`config.mk`:
```
export PLATFORM = sky130hd
export DESIGN_NAME = ipv4_header_parse_filter
export DESIGN_NICKNAME = d
export VERILOG_FILES = /design/src/rtl/ihpf_pkg.sv /design/src/rtl/ihpf_parser.sv /design/src/rtl/ihpf_fifo.sv /design/src/rtl/ihpf_emit.sv /design/src/rtl/ipv4_header_parse_filter.sv
export SDC_FILE = /design/constraint.sdc
export NUM_CORES = 1
export LEC_CHECK = 0
export BUFFER_PORTS_ARGS = -buffer_cell sky130_fd_sc_hd__buf_2
export CAP_MARGIN = 20
export CORE_UTILIZATION = 30
export CTS_CLUSTER_SIZE = 28
export DETAILED_ROUTE_END_ITERATION = 10
export PLACE_DENSITY = 0.43
export SYNTH_ARGS = -nofsm -noshare
export SYNTH_HDL_FRONTEND = slang
export SYNTH_HIERARCHICAL = 1
export SYNTH_SLANG_ARGS = --single-unit
export TNS_END_PERCENT = 20
```
`constraint.sdc`:
```
create_clock -name clk -period 25.9 [get_ports clk]
set_input_delay 2.59 -clock clk [delete_from_list [all_inputs] [get_ports clk]]
set_output_delay 2.59 -clock clk [all_outputs]
set_load 0.05 [all_outputs]
```
`src/rtl/ihpf_pkg.sv`:
```
// ----------------------------------------------------------------------------
// ihpf_pkg
// Shared types and constants of the IPv4 header parse and filter block.
// ----------------------------------------------------------------------------
`timescale 1ns / 1ps
`default_nettype none

package ihpf_pkg;

  // byte position saturates here, bytes at or past it are not captured
  localparam int POSITION_LIMIT = 2047;
  localparam int IDX_W          = $clog2(POSITION_LIMIT + 1);

  localparam int CFG_IDX_W  = 2;
  localparam int CFG_DATA_W = 32;
  localparam int OUT_DATA_W = 184;

  // configuration register indexes
  localparam logic [CFG_IDX_W-1:0] CFG_SRC_IP   = 2'd0;
  localparam logic [CFG_IDX_W-1:0] CFG_DST_IP   = 2'd1;
  localparam logic [CFG_IDX_W-1:0] CFG_SRC_PORT = 2'd2;
  localparam logic [CFG_IDX_W-1:0] CFG_DST_PORT = 2'd3;

  // verdict codes
  localparam logic [3:0] V_ACCEPT    = 4'd0;
  localparam logic [3:0] V_NOT_IPV4  = 4'd1;
  localparam logic [3:0] V_SRC_IP    = 4'd2;
  localparam logic [3:0] V_DST_IP    = 4'd3;
  localparam logic [3:0] V_FRAGMENT  = 4'd4;
  localparam logic [3:0] V_NOT_L4    = 4'd5;
  localparam logic [3:0] V_SRC_PORT  = 4'd6;
  localparam logic [3:0] V_DST_PORT  = 4'd7;
  localparam logic [3:0] V_TRUNC     = 4'd8;

  localparam logic [15:0] ETH_TYPE_IPV4 = 16'h0800;
  localparam logic [7:0]  PROTO_UDP     = 8'd17;
  localparam logic [7:0]  PROTO_TCP     = 8'd6;

  // which captured fields were fully received
  typedef struct packed {
    logic kind;
    logic src;
    logic dst;
    logic proto;
    logic ttl;
    logic len;
    logic frag;
    logic sport;
    logic dport;
    logic udp;
    logic tcp;
  } reach_t;

  // one frame's result as it leaves the parser
  typedef struct packed {
    logic [3:0]  verdict;
    logic [15:0] kind;
    logic [31:0] src;
    logic [31:0] dst;
    logic [7:0]  proto;
    logic [7:0]  ttl;
    logic [15:0] len;
    logic [12:0] frag;
    logic [31:0] ports;
    logic [17:0] ulf;
    reach_t      reach;
  } rec_t;

endpackage

`default_nettype wire

```
`src/rtl/ihpf_parser.sv`:
```
// ----------------------------------------------------------------------------
// ihpf_parser
// Front end: counts byte positions, captures header fields, latches the
// first decided check result and emits one result request per frame.
// ----------------------------------------------------------------------------
`timescale 1ns / 1ps
`default_nettype none

module ihpf_parser (
  input  wire                              clk,
  input  wire                              rst_n,
  input  wire                              in_fire,
  input  wire  [7:0]                       in_byte,
  input  wire                              in_last,
  input  wire                              cfg_we,
  input  wire  [ihpf_pkg::CFG_IDX_W-1:0]   cfg_index,
  input  wire  [ihpf_pkg::CFG_DATA_W-1:0]  cfg_wdata,
  output logic                             rec_push,
  output ihpf_pkg::rec_t                   rec
);
  import ihpf_pkg::*;

  localparam logic [IDX_W-1:0] P_KIND_HI  = IDX_W'(12);
  localparam logic [IDX_W-1:0] P_KIND_LO  = IDX_W'(13);
  localparam logic [IDX_W-1:0] P_IHL      = IDX_W'(14);
  localparam logic [IDX_W-1:0] P_LEN_HI   = IDX_W'(16);
  localparam logic [IDX_W-1:0] P_LEN_LO   = IDX_W'(17);
  localparam logic [IDX_W-1:0] P_FRAG_HI  = IDX_W'(20);
  localparam logic [IDX_W-1:0] P_FRAG_LO  = IDX_W'(21);
  localparam logic [IDX_W-1:0] P_TTL      = IDX_W'(22);
  localparam logic [IDX_W-1:0] P_PROTO    = IDX_W'(23);
  localparam logic [IDX_W-1:0] P_SRC_0    = IDX_W'(26);
  localparam logic [IDX_W-1:0] P_SRC_3    = IDX_W'(29);
  localparam logic [IDX_W-1:0] P_DST_0    = IDX_W'(30);
  localparam logic [IDX_W-1:0] P_DST_3    = IDX_W'(33);
  localparam logic [IDX_W-1:0] N_ETH      = IDX_W'(14);
  localparam logic [IDX_W-1:0] N_IHL      = IDX_W'(15);
  localparam logic [IDX_W-1:0] N_LEN      = IDX_W'(18);
  localparam logic [IDX_W-1:0] N_FRAG     = IDX_W'(22);
  localparam logic [IDX_W-1:0] N_TTL      = IDX_W'(23);
  localparam logic [IDX_W-1:0] N_PROTO    = IDX_W'(24);
  localparam logic [IDX_W-1:0] N_SRC      = IDX_W'(30);
  localparam logic [IDX_W-1:0] N_DST      = IDX_W'(34);
  localparam logic [IDX_W-1:0] LIMIT      = IDX_W'(POSITION_LIMIT);

  function automatic logic ip_filter_on(input logic [31:0] m);
    ip_filter_on = (m[7:0] != 8'd0) && (m[15:8] != 8'd0) &&
                   (m[23:16] != 8'd0) && (m[31:24] != 8'd0);
  endfunction

  // configuration
  logic [31:0] src_ip_cfg_r, dst_ip_cfg_r;
  logic [15:0] src_port_cfg_r, dst_port_cfg_r;

  // per-frame control
  logic [IDX_W-1:0] idx_r, idx_nxt;
  logic [5:0]       ihl_r, ihl_nxt;
  logic [3:0]       code_r, code_nxt;
  logic             decided_r, decided_nxt;

  // captures
  logic [15:0] kind_r, kind_nxt;
  logic [31:0] src_r, src_nxt;
  logic [31:0] dst_r, dst_nxt;
  logic [15:0] ttl_proto_r, ttl_proto_nxt;
  logic [15:0] len_r, len_nxt;
  logic [12:0] frag_r, frag_nxt;
  logic [31:0] ports_r, ports_nxt;
  logic [17:0] ulf_r, ulf_nxt;

  logic [IDX_W-1:0] p, n, base;
  logic [5:0]       ihl_c;
  logic [3:0]       v, code_c;
  logic             decided_c;
  logic [7:0]       proto_c;

  always_comb begin
    p             = idx_r;
    ihl_c         = ihl_r;
    kind_nxt      = kind_r;
    src_nxt       = src_r;
    dst_nxt       = dst_r;
    ttl_proto_nxt = ttl_proto_r;
    len_nxt       = len_r;
    frag_nxt      = frag_r;
    ports_nxt     = ports_r;
    ulf_nxt       = ulf_r;
    n             = idx_r;

    if (in_fire && (p < LIMIT)) begin
      if (p == P_KIND_HI) kind_nxt[15:8] = in_byte;
      if (p == P_KIND_LO) kind_nxt[7:0]  = in_byte;
      if (p == P_IHL)     ihl_c          = {in_byte[3:0], 2'b00};
      if (p == P_LEN_HI)  len_nxt[15:8]  = in_byte;
      if (p == P_LEN_LO)  len_nxt[7:0]   = in_byte;
      if (p == P_FRAG_HI) frag_nxt[12:8] = in_byte[4:0];
      if (p == P_FRAG_LO) frag_nxt[7:0]  = in_byte;
      if (p == P_TTL)     ttl_proto_nxt[15:8] = in_byte;
      if (p == P_PROTO)   ttl_proto_nxt[7:0]  = in_byte;
      if (p >= P_SRC_0 && p <= P_SRC_3) src_nxt = {src_r[23:0], in_byte};
      if (p >= P_DST_0 && p <= P_DST_3) dst_nxt = {dst_r[23:0], in_byte};
      n = p + IDX_W'(1);
    end

    // l4 header starts right after the ip header, ihl taken this byte counts
    base = N_ETH + IDX_W'(ihl_c);

    if (in_fire && (p < LIMIT) && (p >= P_IHL)) begin
      if (p == base)                ports_nxt[31:24] = in_byte;
      if (p == base + IDX_W'(1))    ports_nxt[23:16] = in_byte;
      if (p == base + IDX_W'(2))    ports_nxt[15:8]  = in_byte;
      if (p == base + IDX_W'(3))    ports_nxt[7:0]   = in_byte;
      if (p == base + IDX_W'(4))    ulf_nxt[17:10]   = in_byte;
      if (p == base + IDX_W'(5))    ulf_nxt[9:2]     = in_byte;
      if (p == base + IDX_W'(13))   ulf_nxt[1:0]     = in_byte[1:0];
    end

    proto_c = ttl_proto_nxt[7:0];

    // ordered checks on what has been received so far
    if (n < N_ETH) begin
      v = V_TRUNC;
    end else if (kind_nxt != ETH_TYPE_IPV4) begin
      v = V_NOT_IPV4;
    end else if (n < N_SRC) begin
      v = V_TRUNC;
    end else if (ip_filter_on(src_ip_cfg_r) && src_nxt != src_ip_cfg_r) begin
      v = V_SRC_IP;
    end else if (n < N_DST) begin
      v = V_TRUNC;
    end else if (ip_filter_on(dst_ip_cfg_r) && dst_nxt != dst_ip_cfg_r) begin
      v = V_DST_IP;
    end else if (frag_nxt != 13'd0) begin
      v = V_FRAGMENT;
    end else if (proto_c != PROTO_UDP && proto_c != PROTO_TCP) begin
      v = V_NOT_L4;
    end else if (n < base + IDX_W'(2)) begin
      v = V_TRUNC;
    end else if (src_port_cfg_r != 16'd0 && ports_nxt[31:16] != src_port_cfg_r) begin
      v = V_SRC_PORT;
    end else if (n < base + IDX_W'(4)) begin
      v = V_TRUNC;
    end else if (dst_port_cfg_r != 16'd0 && ports_nxt[15:0] != dst_port_cfg_r) begin
      v = V_DST_PORT;
    end else if (proto_c == PROTO_UDP && n < base + IDX_W'(6)) begin
      v = V_TRUNC;
    end else if (proto_c == PROTO_TCP && n < base + IDX_W'(14)) begin
      v = V_TRUNC;
    end else begin
      v = V_ACCEPT;
    end

    code_c    = code_r;
    decided_c = decided_r;
    if (in_fire && !decided_r && v != V_TRUNC) begin
      code_c    = v;
      decided_c = 1'b1;
    end

    rec.verdict     = code_c;
    rec.kind        = kind_nxt;
    rec.src         = src_nxt;
    rec.dst         = dst_nxt;
    rec.proto       = ttl_proto_nxt[7:0];
    rec.ttl         = ttl_proto_nxt[15:8];
    rec.len         = len_nxt;
    rec.frag        = frag_nxt;
    rec.ports       = ports_nxt;
    rec.ulf         = ulf_nxt;
    rec.reach.kind  = n >= N_ETH;
    rec.reach.src   = n >= N_SRC;
    rec.reach.dst   = n >= N_DST;
    rec.reach.proto = n >= N_PROTO;
    rec.reach.ttl   = n >= N_TTL;
    rec.reach.len   = n >= N_LEN;
    rec.reach.frag  = n >= N_FRAG;
    rec.reach.sport = (n >= N_IHL) && (n >= base + IDX_W'(2));
    rec.reach.dport = (n >= N_IHL) && (n >= base + IDX_W'(4));
    rec.reach.udp   = (n >= N_PROTO) && (n >= base + IDX_W'(6));
    rec.reach.tcp   = (n >= N_PROTO) && (n >= base + IDX_W'(14));

    rec_push = in_fire && in_last;

    // end of frame returns the frame state to its start values
    if (rec_push) begin
      idx_nxt     = '0;
      ihl_nxt     = '0;
      code_nxt    = V_TRUNC;
      decided_nxt = 1'b0;
    end else begin
      idx_nxt     = n;
      ihl_nxt     = ihl_c;
      code_nxt    = code_c;
      decided_nxt = decided_c;
    end
  end

  always_ff @(posedge clk) begin
    if (!rst_n) begin
      src_ip_cfg_r   <= '0;
      dst_ip_cfg_r   <= '0;
      src_port_cfg_r <= '0;
      dst_port_cfg_r <= '0;
      idx_r          <= '0;
      ihl_r          <= '0;
      code_r         <= V_TRUNC;
      decided_r      <= 1'b0;
    end else begin
      if (cfg_we) begin
        case (cfg_index)
          CFG_SRC_IP:   src_ip_cfg_r   <= cfg_wdata;
          CFG_DST_IP:   dst_ip_cfg_r   <= cfg_wdata;
          CFG_SRC_PORT: src_port_cfg_r <= cfg_wdata[15:0];
          CFG_DST_PORT: dst_port_cfg_r <= cfg_wdata[15:0];
          default: ;
        endcase
      end
      idx_r     <= idx_nxt;
      ihl_r     <= ihl_nxt;
      code_r    <= code_nxt;
      decided_r <= decided_nxt;
    end
  end

  // captures are only reported once fully received in the current frame
  always_ff @(posedge clk) begin
    kind_r      <= kind_nxt;
    src_r       <= src_nxt;
    dst_r       <= dst_nxt;
    ttl_proto_r <= ttl_proto_nxt;
    len_r       <= len_nxt;
    frag_r      <= frag_nxt;
    ports_r     <= ports_nxt;
    ulf_r       <= ulf_nxt;
  end

endmodule

`default_nettype wire

```
`src/rtl/ihpf_fifo.sv`:
```
// ----------------------------------------------------------------------------
// ihpf_fifo
// Two-entry result queue between the parser and the output stage.
// ----------------------------------------------------------------------------
`timescale 1ns / 1ps
`default_nettype none

module ihpf_fifo (
  input  wire             clk,
  input  wire             rst_n,
  input  wire             wr_en,
  input  ihpf_pkg::rec_t  wr_data,
  output logic            full,
  input  wire             rd_en,
  output ihpf_pkg::rec_t  rd_data,
  output logic            empty
);
  import ihpf_pkg::*;

  rec_t       mem_r [2];
  logic       wr_ptr_r, wr_ptr_nxt;
  logic       rd_ptr_r, rd_ptr_nxt;
  logic [1:0] count_r, count_nxt;
  logic       do_wr, do_rd;

  always_comb begin
    full    = count_r == 2'd2;
    empty   = count_r == 2'd0;
    do_wr   = wr_en && !full;
    do_rd   = rd_en && !empty;
    rd_data = mem_r[rd_ptr_r];

    wr_ptr_nxt = do_wr ? ~wr_ptr_r : wr_ptr_r;
    rd_ptr_nxt = do_rd ? ~rd_ptr_r : rd_ptr_r;
    count_nxt  = count_r + {1'b0, do_wr} - {1'b0, do_rd};
  end

  always_ff @(posedge clk) begin
    if (!rst_n) begin
      wr_ptr_r <= 1'b0;
      rd_ptr_r <= 1'b0;
      count_r  <= 2'd0;
    end else begin
      wr_ptr_r <= wr_ptr_nxt;
      rd_ptr_r <= rd_ptr_nxt;
      count_r  <= count_nxt;
    end
  end

  always_ff @(posedge clk) begin
    if (do_wr) begin
      mem_r[wr_ptr_r] <= wr_data;
    end
  end

endmodule

`default_nettype wire

```
`src/rtl/ihpf_emit.sv`:
```
// ----------------------------------------------------------------------------
// ihpf_emit
// Back end: zeroes fields that were not reached, packs the result and holds
// it in the output register until the receiver takes it.
// ----------------------------------------------------------------------------
`timescale 1ns / 1ps
`default_nettype none

module ihpf_emit (
  input  wire                                 clk,
  input  wire                                 rst_n,
  input  ihpf_pkg::rec_t                      rec,
  input  wire                                 rec_empty,
  output logic                                rec_pop,
  output logic                                out_tvalid,
  input  wire                                 out_tready,
  output logic [ihpf_pkg::OUT_DATA_W-1:0]     out_tdata
);
  import ihpf_pkg::*;

  logic                  valid_r, valid_nxt;
  logic [OUT_DATA_W-1:0] data_r, data_nxt;
  logic [15:0]           kind_o, len_o, frag_o, sport_o, dport_o, udp_o;
  logic [31:0]           src_o, dst_o;
  logic [7:0]            proto_o, ttl_o;
  logic [1:0]            flags_o;

  always_comb begin
    kind_o  = rec.reach.kind  ? rec.kind : 16'd0;
    src_o   = rec.reach.src   ? rec.src  : 32'd0;
    dst_o   = rec.reach.dst   ? rec.dst  : 32'd0;
    proto_o = rec.reach.proto ? rec.proto : 8'd0;
    ttl_o   = rec.reach.ttl   ? rec.ttl  : 8'd0;
    len_o   = rec.reach.len   ? rec.len  : 16'd0;
    frag_o  = rec.reach.frag  ? {rec.frag, 3'b000} : 16'd0;
    sport_o = rec.reach.sport ? rec.ports[31:16] : 16'd0;
    dport_o = rec.reach.dport ? rec.ports[15:0]  : 16'd0;
    udp_o   = (rec.reach.udp && rec.proto == PROTO_UDP) ? rec.ulf[17:2] : 16'd0;
    flags_o = (rec.reach.tcp && rec.proto == PROTO_TCP) ? rec.ulf[1:0]  : 2'd0;

    rec_pop = !rec_empty && (!valid_r || out_tready);

    valid_nxt = valid_r;
    data_nxt  = data_r;
    if (rec_pop) begin
      valid_nxt = 1'b1;
      data_nxt  = {2'b00, flags_o, udp_o, dport_o, sport_o, frag_o, len_o,
                   ttl_o, proto_o, dst_o, src_o, kind_o, rec.verdict};
    end else if (out_tready) begin
      valid_nxt = 1'b0;
    end

    out_tvalid = valid_r;
    out_tdata  = data_r;
  end

  always_ff @(posedge clk) begin
    if (!rst_n) begin
      valid_r <= 1'b0;
    end else begin
      valid_r <= valid_nxt;
    end
  end

  always_ff @(posedge clk) begin
    data_r <= data_nxt;
  end

endmodule

`default_nettype wire

```
`src/rtl/ipv4_header_parse_filter.sv`:
```
// ----------------------------------------------------------------------------
// ipv4_header_parse_filter
// Byte-wide Ethernet frame parser with an IPv4 five-tuple filter verdict.
// ----------------------------------------------------------------------------
// Input stream: one frame byte per request on in_tdata, in_tlast on the final
// byte (CRC already stripped). The input takes one byte per cycle whenever
// the two-entry result queue has room.
// Output stream: one request per frame carrying the verdict and the captured
// header fields. A frame's result enters the result queue when its last byte
// is accepted, moves to the output register and holds until out_tready is high.
// Throughput is one byte per cycle; the per-byte path is a position compare
// and a field capture in the parser. A stalled receiver first fills the
// output register and the queue; in_tready then drops until a result leaves.
// Configuration: cfg_we writes cfg_wdata into register cfg_index
// (0 source ip, 1 destination ip, 2 source port, 3 destination port); write
// only while no frame is in flight.
// Reset (rst_n low, synchronous) clears filters, frame state, queue and
// output valid; no initialization pass follows.
// ----------------------------------------------------------------------------
`timescale 1ns / 1ps
`default_nettype none

module ipv4_header_parse_filter (
  input  wire                                clk,
  input  wire                                rst_n,
  input  wire                                in_tvalid,
  output logic                               in_tready,
  input  wire  [7:0]                         in_tdata,   // frame_byte
  input  wire                                in_tlast,   // end_of_frame
  output logic                               out_tvalid,
  input  wire                                out_tready,
  // verdict, ether_kind, ip_source, ip_dest, ip_proto, time_to_live,
  // ip_total_length, fragment_bytes, port_source, port_dest, udp_len,
  // syn_fin_flags, zero pad
  output logic [ihpf_pkg::OUT_DATA_W-1:0]    out_tdata,
  input  wire                                cfg_we,
  input  wire  [ihpf_pkg::CFG_IDX_W-1:0]     cfg_index,
  input  wire  [ihpf_pkg::CFG_DATA_W-1:0]    cfg_wdata
);
  import ihpf_pkg::*;

  logic in_fire;
  logic rec_push, rec_pop, q_full, q_empty;
  rec_t rec_in, rec_out;

  assign in_tready = !q_full;
  assign in_fire   = in_tvalid && in_tready;

  ihpf_parser u_parser (
    .clk       (clk),
    .rst_n     (rst_n),
    .in_fire   (in_fire),
    .in_byte   (in_tdata),
    .in_last   (in_tlast),
    .cfg_we    (cfg_we),
    .cfg_index (cfg_index),
    .cfg_wdata (cfg_wdata),
    .rec_push  (rec_push),
    .rec       (rec_in)
  );

  ihpf_fifo u_fifo (
    .clk     (clk),
    .rst_n   (rst_n),
    .wr_en   (rec_push),
    .wr_data (rec_in),
    .full    (q_full),
    .rd_en   (rec_pop),
    .rd_data (rec_out),
    .empty   (q_empty)
  );

  ihpf_emit u_emit (
    .clk        (clk),
    .rst_n      (rst_n),
    .rec        (rec_out),
    .rec_empty  (q_empty),
    .rec_pop    (rec_pop),
    .out_tvalid (out_tvalid),
    .out_tready (out_tready),
    .out_tdata  (out_tdata)
  );

endmodule

`default_nettype wire

```
==> run metrics, run 1 <==
# hold bufs at CTS 0; Leakage 0.0158 uW; Die Y 350 microns; async set-reset flop share out of synthesis 0%; R2R Path End u_fifo/mem_r[0][186]$_DFFE_PP_; largest net degree at the start of global routing 103; vias in the first global route 23.1k; biggest area consumer among synthesized cells edfxtp_1; # DRC 4; IR drop worst, VDD 91.4 uV; max-cap viol count 0; 1st-pass router iterations 8; number of synthesized flops with an enable pin 559; max-slew violation count 0; DP Wirelength 68600 microns; Via density 4.76; initial antenna violation count 6; first-pass GRT wire length 148000 microns; number of fillers in the final layout 11.8k; status complete, but fails checks; violated checks DRC; CTS tree yes; element type at the critical path start primary input; synthesized cell area 36200 sq um; wire per inst 21.3 microns; clk buf depth 3; Fin Hold WS 0.459 ns; Routability Congestion 0.860; Most used DFF post-synth edfxtp_1; Avg Cell Area, Syn 12.9 sq um; most frequent cells in the layout 559 x edfxtp_1, 329 x nand2_1, 298 x dfxtp_1; Syn. warnings 6; RSZ-0062 raised after global routing false; Worst Skew 0.0312 ns; DP Area 39100 sq um; clock sinks 858; crit share post-route 38.1%; Final Hold Fails 0; register area share after synthesis 62.8%; commonest non-fill, non-tap cell in the layout edfxtp_1; family with the most delay on the worst path compound AO/OA/AOI/OAI gates; drt initial violations 1413; Slew HR 26.8%; critical-path maximum fanout 17; cell count along the critical path 20; flop2flop setup slack 16.93 ns; crit path DAT 10.26 ns; I/O pins 234; number of setup buffers added after CTS 0; port bufs 228; CP cell instances buf_2, nor2b_1, buf_4, nand4_1, a21oi_1, ha_1, xnor2_1, ha_1, nand2b_1, a41oi_1, o21ai_0, a32o_1, a2111oi_0, nand4_1, mux2_2, xnor2_1, a31oi_1, nor4_4, or2_2, o21a_1; post-synthesis cell count 2813; overall die width 350 microns; share of the synthesized area in the top cell type 46.3%; Worst-Skew Late Latency 0.67 ns; Worst Path Required 26.30 ns; CP endpoint kind flop; TNS Setup 0 ns; H-tree Lvls 3; Design Area, Final 42200 sq um; top post-synthesis cells by area edfxtp_1 46%, dfxtp_1 17%, mux2_2 5.6%; Reg2Reg Depth 19; initial core utilization 30.2%; CP startpoint in_tvalid; Yosys cell types 82; pwr dens 97.7 nW/um^2; Layout Utilization 35.2%; core area 120000 sq um; worst path bufs/invs 2; Yosys reg bits 858; post-route ant nets 0; Critical R2R Launch u_parser/idx_r[6]$_SDFF_PP0_; CTS Buf Count 95; FP Rows 127; fmax 101 MHz; Gates resized, CTS repair 0; Max stage delay on crit path 0.77 ns; Vias 22.6k; Routed WL 101000 microns; WS Path Type primary input to flop; Layout area overhead 16.4%; GRT Util Overall 16.3%; Die Area 122000 sq um; gr ovfl total 0; crit path time final 9.86 ns; nets@finish 3130; worst min-delay path category flop to flop; Crit-path slowest cell ha_1; CTS clock-pin slew for the worst setup and hold paths 0.05 ns; endpoints failing setup 0; share of cells above drive strength 1 23.3%; Root Buffer Master clkbuf_16; Worst Max-Slew Pin Slew 1.10 ns; Critical Path End u_fifo/mem_r[0][186]$_DFFE_PP_
==> registers in the layout (all words and copies together) (netlist names), 16 cells and up, named ones only <==
register / cells
u_parser/kind_r: 16
u_parser/src_port_cfg_r: 16
u_parser/ulf_r: 18
u_emit/out_tdata: 179
u_parser/ports_r: 32
u_parser/ttl_proto_r: 16
u_parser/len_r: 16
u_parser/dst_ip_cfg_r: 32
u_parser/src_r: 32
u_fifo/mem_r: 380
u_parser/dst_port_cfg_r: 16
u_parser/dst_r: 32
u_parser/src_ip_cfg_r: 32
==> how the worst min path moves through the flow <==
stage,start,endpoint,cells after the start
after floorplan,u_parser/code_r[3]$_SDFF_PP1_,u_parser/code_r[3]$_SDFF_PP1_,1
after global placement,u_parser/code_r[3]$_SDFF_PP1_,u_parser/code_r[3]$_SDFF_PP1_,1
after detailed placement,u_parser/code_r[3]$_SDFF_PP1_,u_parser/code_r[3]$_SDFF_PP1_,1
after CTS,u_parser/code_r[3]$_SDFF_PP1_,u_parser/code_r[3]$_SDFF_PP1_,1
after global routing,u_parser/code_r[3]$_SDFF_PP1_,u_parser/code_r[3]$_SDFF_PP1_,1
final,u_parser/code_r[3]$_SDFF_PP1_,u_parser/code_r[3]$_SDFF_PP1_,1
==> metrics by stage <==
step / std cells / power (uW) / setup slack (ns)
floorplan: 2820 / 2630 / 13.79
global placement: 4550 / 2840 / 15.41
detailed placement: 4553 / 2850 / 15.31
CTS: 4731 / 4200 / 16.02
global route: 4733 / 4300 / 15.47
finish: 4734 / 4120 / 16.04
==> power breakdown <==
group          switching [uW]  leakage, uW  internal [uW]
Combinational             755      0.00662            265
Clock                     549      0.00149            776
Sequential               59.4      0.00770           1720
==> layer usage <==
layer / global-route usage (%) / vias to the layer above / wire length, microns
met5: 0 / - / 26
met2: 27.3 / 566 / 47800
li1: - / 10657 / -
met3: 3.09 / 161 / 5110
met4: 5.06 / 6 / 2760
met1: 21.1 / 11166 / 44900
==> cells by family after synthesis <==
| kind of cell | synth area share [%] |
|---|---|
| AOI/OAI and AO/OA | 6.60 |
| and+or+nand+nor | 12.9 |
| DFF | 62.8 |
| muxes | 10.3 |
| buffers and inverters | 2.78 |
| other | 0.0207 |
| adders and majority gates | 1.45 |
| xor gates and xnor gates | 3.04 |
==> area by class of cell <==
type | instances | area [sq um] | area share (%)
inverter | 75 | 282 | 0.668
clock buffer | 136 | 2700 | 6.41
tap | 1612 | 2020 | 4.78
sequential | 858 | 22800 | 54.0
antenna | 1 | 2.50 | 0.00593
multi-input combinational | 1737 | 12500 | 29.7
clock inverter | 42 | 363 | 0.860
timing repair buffer | 273 | 1510 | 3.58
==> cells in the mapped netlist, types with 10 or more instances <==
cell and count:
a21boi_0 100, a21oi_1 70, and2_1 170, and3_1 43, buf_2 12, buf_6 15
clkbuf_1 108, dfxtp_1 299, edfxtp_1 559, ha_1 42, inv_1 73, mux2_2 179
mux2_4 100, mux2i_1 23, nand2_1 329, nand3_1 71, nand4_1 32, nor2_1 70
nor2b_1 10, nor3_1 25, nor4_1 70, nor4_2 10, o21a_1 11, o21ai_0 107
xnor2_1 63, xor2_1 55
==> worst register-to-register path, cell delays in order (launching register included) <==
cell,delay [ns]
dfxtp_1,0.30
buf_4,0.21
nor4_1,0.81
nand4_1,0.79
a21oi_1,0.58
ha_1,0.77
xnor2_1,0.32
ha_1,0.64
nand2b_1,0.27
a41oi_1,0.21
o21ai_0,0.11
a32o_1,0.27
a2111oi_0,0.47
nand4_1,0.77
mux2_2,0.59
xnor2_1,0.13
a31oi_1,0.77
nor4_4,0.13
or2_2,0.36
o21a_1,0.21
(Power assumes the default switching activity.)
==> run 2: changes to the inputs <==
--- a/config.mk
+++ b/config.mk
@@ -5,6 +5,7 @@
 export SDC_FILE = /design/constraint.sdc
 export NUM_CORES = 1
 export LEC_CHECK = 0
+export ABC_AREA = 1
 export BUFFER_PORTS_ARGS = -buffer_cell sky130_fd_sc_hd__buf_2
 export CAP_MARGIN = 20
 export CORE_UTILIZATION = 30
==> constraint.sdc (replaced) <==
create_clock -name clk -period 10.15 [get_ports clk]
set_input_delay 1.015 -clock clk [delete_from_list [all_inputs] [get_ports clk]]
set_output_delay 1.015 -clock clk [all_outputs]
set_load 0.05 [all_outputs]
==> run metrics, run 2 <==
crit share post-route 58.5%; clk buf depth 3; Worst Max-Slew Pin Slew 1.12 ns; Design Area, Final 41400 sq um; Yosys reg bits 858; first-pass GRT wire length 145000 microns; Layout Utilization 35.5%; Final Hold Fails 0; CP endpoint kind flop; async set-reset flop share out of synthesis 0%; Avg Cell Area, Syn 11.4 sq um; Routed WL 97400 microns; max-slew violation count 0; M1 wire length 47700 microns; post-synthesis cell count 3103; nets@finish 3447; CTS clock-pin slew for the worst setup and hold paths 0.05 ns; number of setup buffers added after CTS 0; share of the synthesized area in the top cell type 47.3%; DR WL met3 4180 microns; clock sinks 858; Die Area 120000 sq um; H-tree Lvls 3; Via density 4.48; initial antenna violation count 11; gr ovfl total 0; Crit-path slowest cell dfxtp_1; WS Path Type flop to flop; worst hold path startpoint u_parser/code_r[3]$_SDFF_PP1_; Max stage delay on crit path 0.64 ns; largest net degree at the start of global routing 138; cell with the most instances after synthesis edfxtp_1; CP startpoint u_parser/idx_r[1]$_SDFF_PP0_; Post-synth top cells 559 x edfxtp_1, 549 x nand2_1, 374 x inv_1, 299 x dfxtp_1, 227 x nor2_1; GRT Util Overall 16.2%; # hold bufs at CTS 0; Yosys cell types 56; Most common cell on crit path nand2_1; Die Y 346 microns; worst min-delay path category flop to flop; drt initial violations 1444; CTS tree yes; endpoints failing setup 0; initial core utilization 30.4%; CTS Buf Count 99; max-cap viol count 0; Largest Register u_fifo/mem_r; Most used DFF post-synth edfxtp_1; fmax 168 MHz; status complete, no violations; Layout area overhead 16.8%; Reg2Reg Depth 37; Largest register FFs 380; I/O pins 234; Root Buffer Master clkbuf_16; # diodes 0; Worst Path Required 10.58 ns; core area 117000 sq um; # DRC 0; Critical Path End u_fifo/mem_r[0][187]$_DFFE_PP_; share of cells above drive strength 1 20.7%; flop2flop setup slack 4.21 ns; Syn. warnings 6; port bufs 228; Gates resized, CTS repair 0; pre-CTS setup slack 3.95 ns; Critical R2R Launch u_parser/idx_r[1]$_SDFF_PP0_; Routability Congestion 0.878; Leakage 0.0175 uW; Top Metal Used met5; element type at the critical path start flop; wire per inst 19.6 microns; biggest area consumer among synthesized cells edfxtp_1; TNS Setup 0 ns; top post-synthesis cells by area edfxtp_1 47%, dfxtp_1 17%, nand2_1 5.8%; DP Area 38300 sq um; overall die width 346 microns; Worst-Skew Late Latency 0.68 ns; crit path DAT 6.37 ns; RSZ-0062 raised after global routing false; vias in the first global route 22.0k; Worst Skew 0.0251 ns; FP Rows 125; pwr dens 264 nW/um^2; Vias 22.2k; Fin Hold WS 0.446 ns; 1st-pass router iterations 5; IR drop worst, VDD 138 uV; WL met2 43400 microns; post-route ant nets 0; critical-path maximum fanout 12; synthesized cell area 35500 sq um; DP Wirelength 65700 microns; worst setup margin 4.21 ns; register area share after synthesis 64.2%; Slew HR 25.3%; R2R Path End u_fifo/mem_r[0][187]$_DFFE_PP_; most frequent cells in the layout 559 x edfxtp_1, 549 x nand2_1, 373 x inv_1; crit path time final 5.94 ns; commonest non-fill, non-tap cell in the layout edfxtp_1; number of synthesized flops with an enable pin 559
[run 2: final cells by class]
| type | count | area, sq um |
|---|---|---|
| well taps | 1524 | 1910 |
| flip-flops and latches | 858 | 22800 |
| multi-input cells | 1752 | 10700 |
| clock buffers | 145 | 2820 |
| clock inverters | 40 | 348 |
| fillers | 11657 | 75300 |
| repair buffers | 260 | 1410 |
| inverters | 386 | 1460 |
[run 2: per-layer routing]
layer / global-route usage (%) / vias up
met3: 2.82 / 144
met5: 0 / -
met4: 4.37 / 10
met1: 22.9 / 10688
li1: - / 10987
met2: 25.3 / 419
[run 2: worst min path at each step]
stage,to,slack [ns],cells after the start
2_1_floorplan,u_parser/code_r[3]$_SDFF_PP1_,0.41,2
3_3_place_gp,u_parser/code_r[3]$_SDFF_PP1_,0.44,2
3_5_place_dp,u_parser/code_r[3]$_SDFF_PP1_,0.44,2
4_1_cts,u_parser/code_r[3]$_SDFF_PP1_,0.45,2
5_1_grt,u_parser/code_r[3]$_SDFF_PP1_,0.48,2
6_report,u_parser/code_r[3]$_SDFF_PP1_,0.45,2
[run 2: cell families (layout without fill, tap and decap cells)]
| kind of cell | count (synthesis) | in the layout | synth area share [%] |
|---|---|---|---|
| compound gates | 349 | 349 | 5.25 |
| xor+xnor | 90 | 90 | 2.22 |
| fa+ha+maj | 42 | 42 | 1.48 |
| buf+inv | 500 | 831 | 5.84 |
| flops | 858 | 858 | 64.2 |
| mux | 221 | 221 | 8.05 |
| other cells | 2 | 9 | 0.0212 |
| simple gates | 1041 | 1041 | 12.9 |
[run 2: worst max-delay path: cells and delay by family (launching register included)]
kind / cells / cell delay (ns)
compound gates: 2 / 0.31
simple gates: 28 / 3.37
fa+ha+maj: 1 / 0.41
flops: 1 / 0.64
buf+inv: 4 / 0.39
xor+xnor: 2 / 0.57
[run 2: metrics by stage]
step           total power (uW)  cells
2_1_floorplan              6900   3110
3_3_place_gp               7600   4780
3_5_place_dp               7590   4780
4_1_cts                   11100   4965
5_1_grt                   11400   4965
6_report                  10900   4965
[run 2: power breakdown]
| part | switching [uW] | internal, uW | total [uW] |
|---|---|---|---|
| sequential | 187 | 4410 | 4600 |
| combinational | 2190 | 661 | 2850 |
| clock | 1450 | 2030 | 3480 |
==> run 3: changes to the inputs <==
--- a/config.mk
+++ b/config.mk
@@ -11,7 +11,7 @@
 export CORE_UTILIZATION = 30
 export CTS_CLUSTER_SIZE = 28
 export DETAILED_ROUTE_END_ITERATION = 10
-export PLACE_DENSITY = 0.43
+export PLACE_DENSITY = 0.45
 export SYNTH_ARGS = -nofsm -noshare
 export SYNTH_HDL_FRONTEND = slang
 export SYNTH_HIERARCHICAL = 1
==> constraint.sdc (replaced) <==
create_clock -name clk -period 5.46 [get_ports clk]
set_input_delay 0.546 -clock clk [delete_from_list [all_inputs] [get_ports clk]]
set_output_delay 0.546 -clock clk [all_outputs]
set_load 0.05 [all_outputs]
==> run metrics, run 3 (synthesis results as in run 2) <==
CP endpoint kind flop; Final Hold Fails 0; pwr dens 487 nW/um^2; Worst Path Required 5.89 ns; Die Area 120000 sq um; share of cells above drive strength 1 21.8%; Routed WL 96200 microns; Root Buffer Master clkbuf_16; Largest Register u_fifo/mem_r; flop2flop setup slack 0.42 ns; R2R Path End u_fifo/mem_r[0][186]$_DFFE_PP_; max-cap viol count 0; post-route ant nets 0; Max stage delay on crit path 0.41 ns; wire per inst 19.2 microns; Most common cell on crit path nand2_1; TNS Setup 0 ns; crit path time final 5.04 ns; worst hold stages 3; initial core utilization 30.4%; Leakage 0.0177 uW; Worst Max-Slew Pin Slew 0.951 ns; DP Wirelength 66500 microns; Layout area overhead 18.3%; Critical R2R Launch u_parser/idx_r[5]$_SDFF_PP0_; port bufs 228; most frequent cells in the layout 559 x edfxtp_1, 548 x nand2_1, 373 x inv_1; # DRC 0; commonest non-fill, non-tap cell in the layout edfxtp_1; fmax 198 MHz; critical-path maximum fanout 7; total power 20400 uW; Worst-Skew Late Latency 0.69 ns; worst min-delay path category primary input to flop; I/O pins 234; clk buf depth 3; core area 117000 sq um; Design Area, Final 42000 sq um; Fin Hold WS 0.122 ns; CTS Buf Count 97; worst hold path startpoint cfg_wdata[28]; largest net degree at the start of global routing 128; status complete, no violations; crit share post-route 92.4%; Crit-path slowest cell o21ai_0; 1st-pass router iterations 6; Via density 4.49; crit path DAT 5.48 ns; # hold bufs at CTS 0; GRT Util Overall 15.9%; initial antenna violation count 13; Die Y 346 microns; first-pass GRT wire length 144000 microns; CTS clock-pin slew for the worst setup and hold paths 0.06 ns; Routability Congestion 0.901; Layout Utilization 36.0%; WS Path Type flop to flop; gr ovfl total 0; family with the most delay on the worst path simple AND/OR/NAND/NOR gates; Vias 22.5k; H-tree Lvls 3; endpoints failing setup 0; RSZ-0062 raised after global routing false; element type at the critical path start flop; Reg2Reg Depth 30; max-slew violation count 0; CTS tree yes; Slew HR 36.6%; Worst Skew 0.0302 ns; FP Rows 125; worst path bufs/invs 3; Largest register FFs 380; overall die width 346 microns; hold worst-path end u_parser/dst_ip_cfg_r[28]$_SDFFE_PN0P_; IR drop worst, VDD 455 uV; nets@finish 3493; clock sinks 858; vias in the first global route 22.2k; cell count along the critical path 30; DP Area 38600 sq um; drt initial violations 1562
[run 3: how the worst max path moves through the flow]
stage                                                end  slack, ns                          from
after global placement    u_fifo/mem_r[0][186]$_DFFE_PP_       0.24                     in_tvalid
final                     u_fifo/mem_r[0][186]$_DFFE_PP_       0.42  u_parser/idx_r[5]$_SDFF_PP0_
after CTS                 u_fifo/mem_r[1][186]$_DFFE_PP_       0.23  u_fifo/count_r[0]$_SDFF_PN0_
after global routing      u_fifo/mem_r[1][187]$_DFFE_PP_      0.006  u_parser/idx_r[5]$_SDFF_PP0_
after detailed placement  u_fifo/mem_r[1][186]$_DFFE_PP_       0.20                     in_tvalid
after floorplan             u_fifo/mem_r[0][0]$_DFFE_PP_      -0.96                     in_tvalid
[run 3: report_power, final]
part / internal [uW] / switching, uW / leakage (uW)
Combinational: 1260 / 4030 / 0.00845
Clock: 3900 / 2700 / 0.00158
Sequential: 8200 / 348 / 0.00771
Total: 13400 / 7070 / 0.0177
[run 3: per-layer routing]
layer  vias to the layer above  part of all wire (%)  GRT usage [%]  routed length, microns
met4                        14                   2.1           4.37                    1990
met5                         -                 0.081              0                      78
met3                       141                   5.0           3.04                    4820
met2                       530                    46           25.6                   44100
met1                     10742                    47           21.9                   45300
li1                      11078                     -              -                       -
[run 3: layout make-up]
type / instances / area, sq um
Antenna cell: 5 / 12.5
Clock buffer: 141 / 2790
Clock inverter: 43 / 492
Fill cell: 11662 / 74700
Inverter: 386 / 1460
Multi-Input combinational cell: 1753 / 10700
Sequential cell: 858 / 22800
Tap cell: 1524 / 1910
Timing Repair Buffer: 307 / 1800
[run 3: worst register-to-register path, delay by kind of cell, from the launching register on]
family          cells  cell delay, ns
simple gates       16            1.96
xor+xnor            1            0.14
flops               1            0.39
compound gates      7            1.36
buf+inv             3            0.26
fa+ha+maj           3            0.71
[run 3: repair_timing]
item,CTS,global route
setup buffers,0,1
setup endpoints to repair,0,13
endpoints found under the hold margin,0,0
gates resized for setup,0,6
[run 3: through the flow]
step / worst slack, ns / instances
global route: 0.00588 / 5015
floorplan: -0.961 / 3110
global placement: 0.235 / 4825
detailed placement: 0.195 / 4825
finish: 0.417 / 5017
CTS: 0.229 / 5009
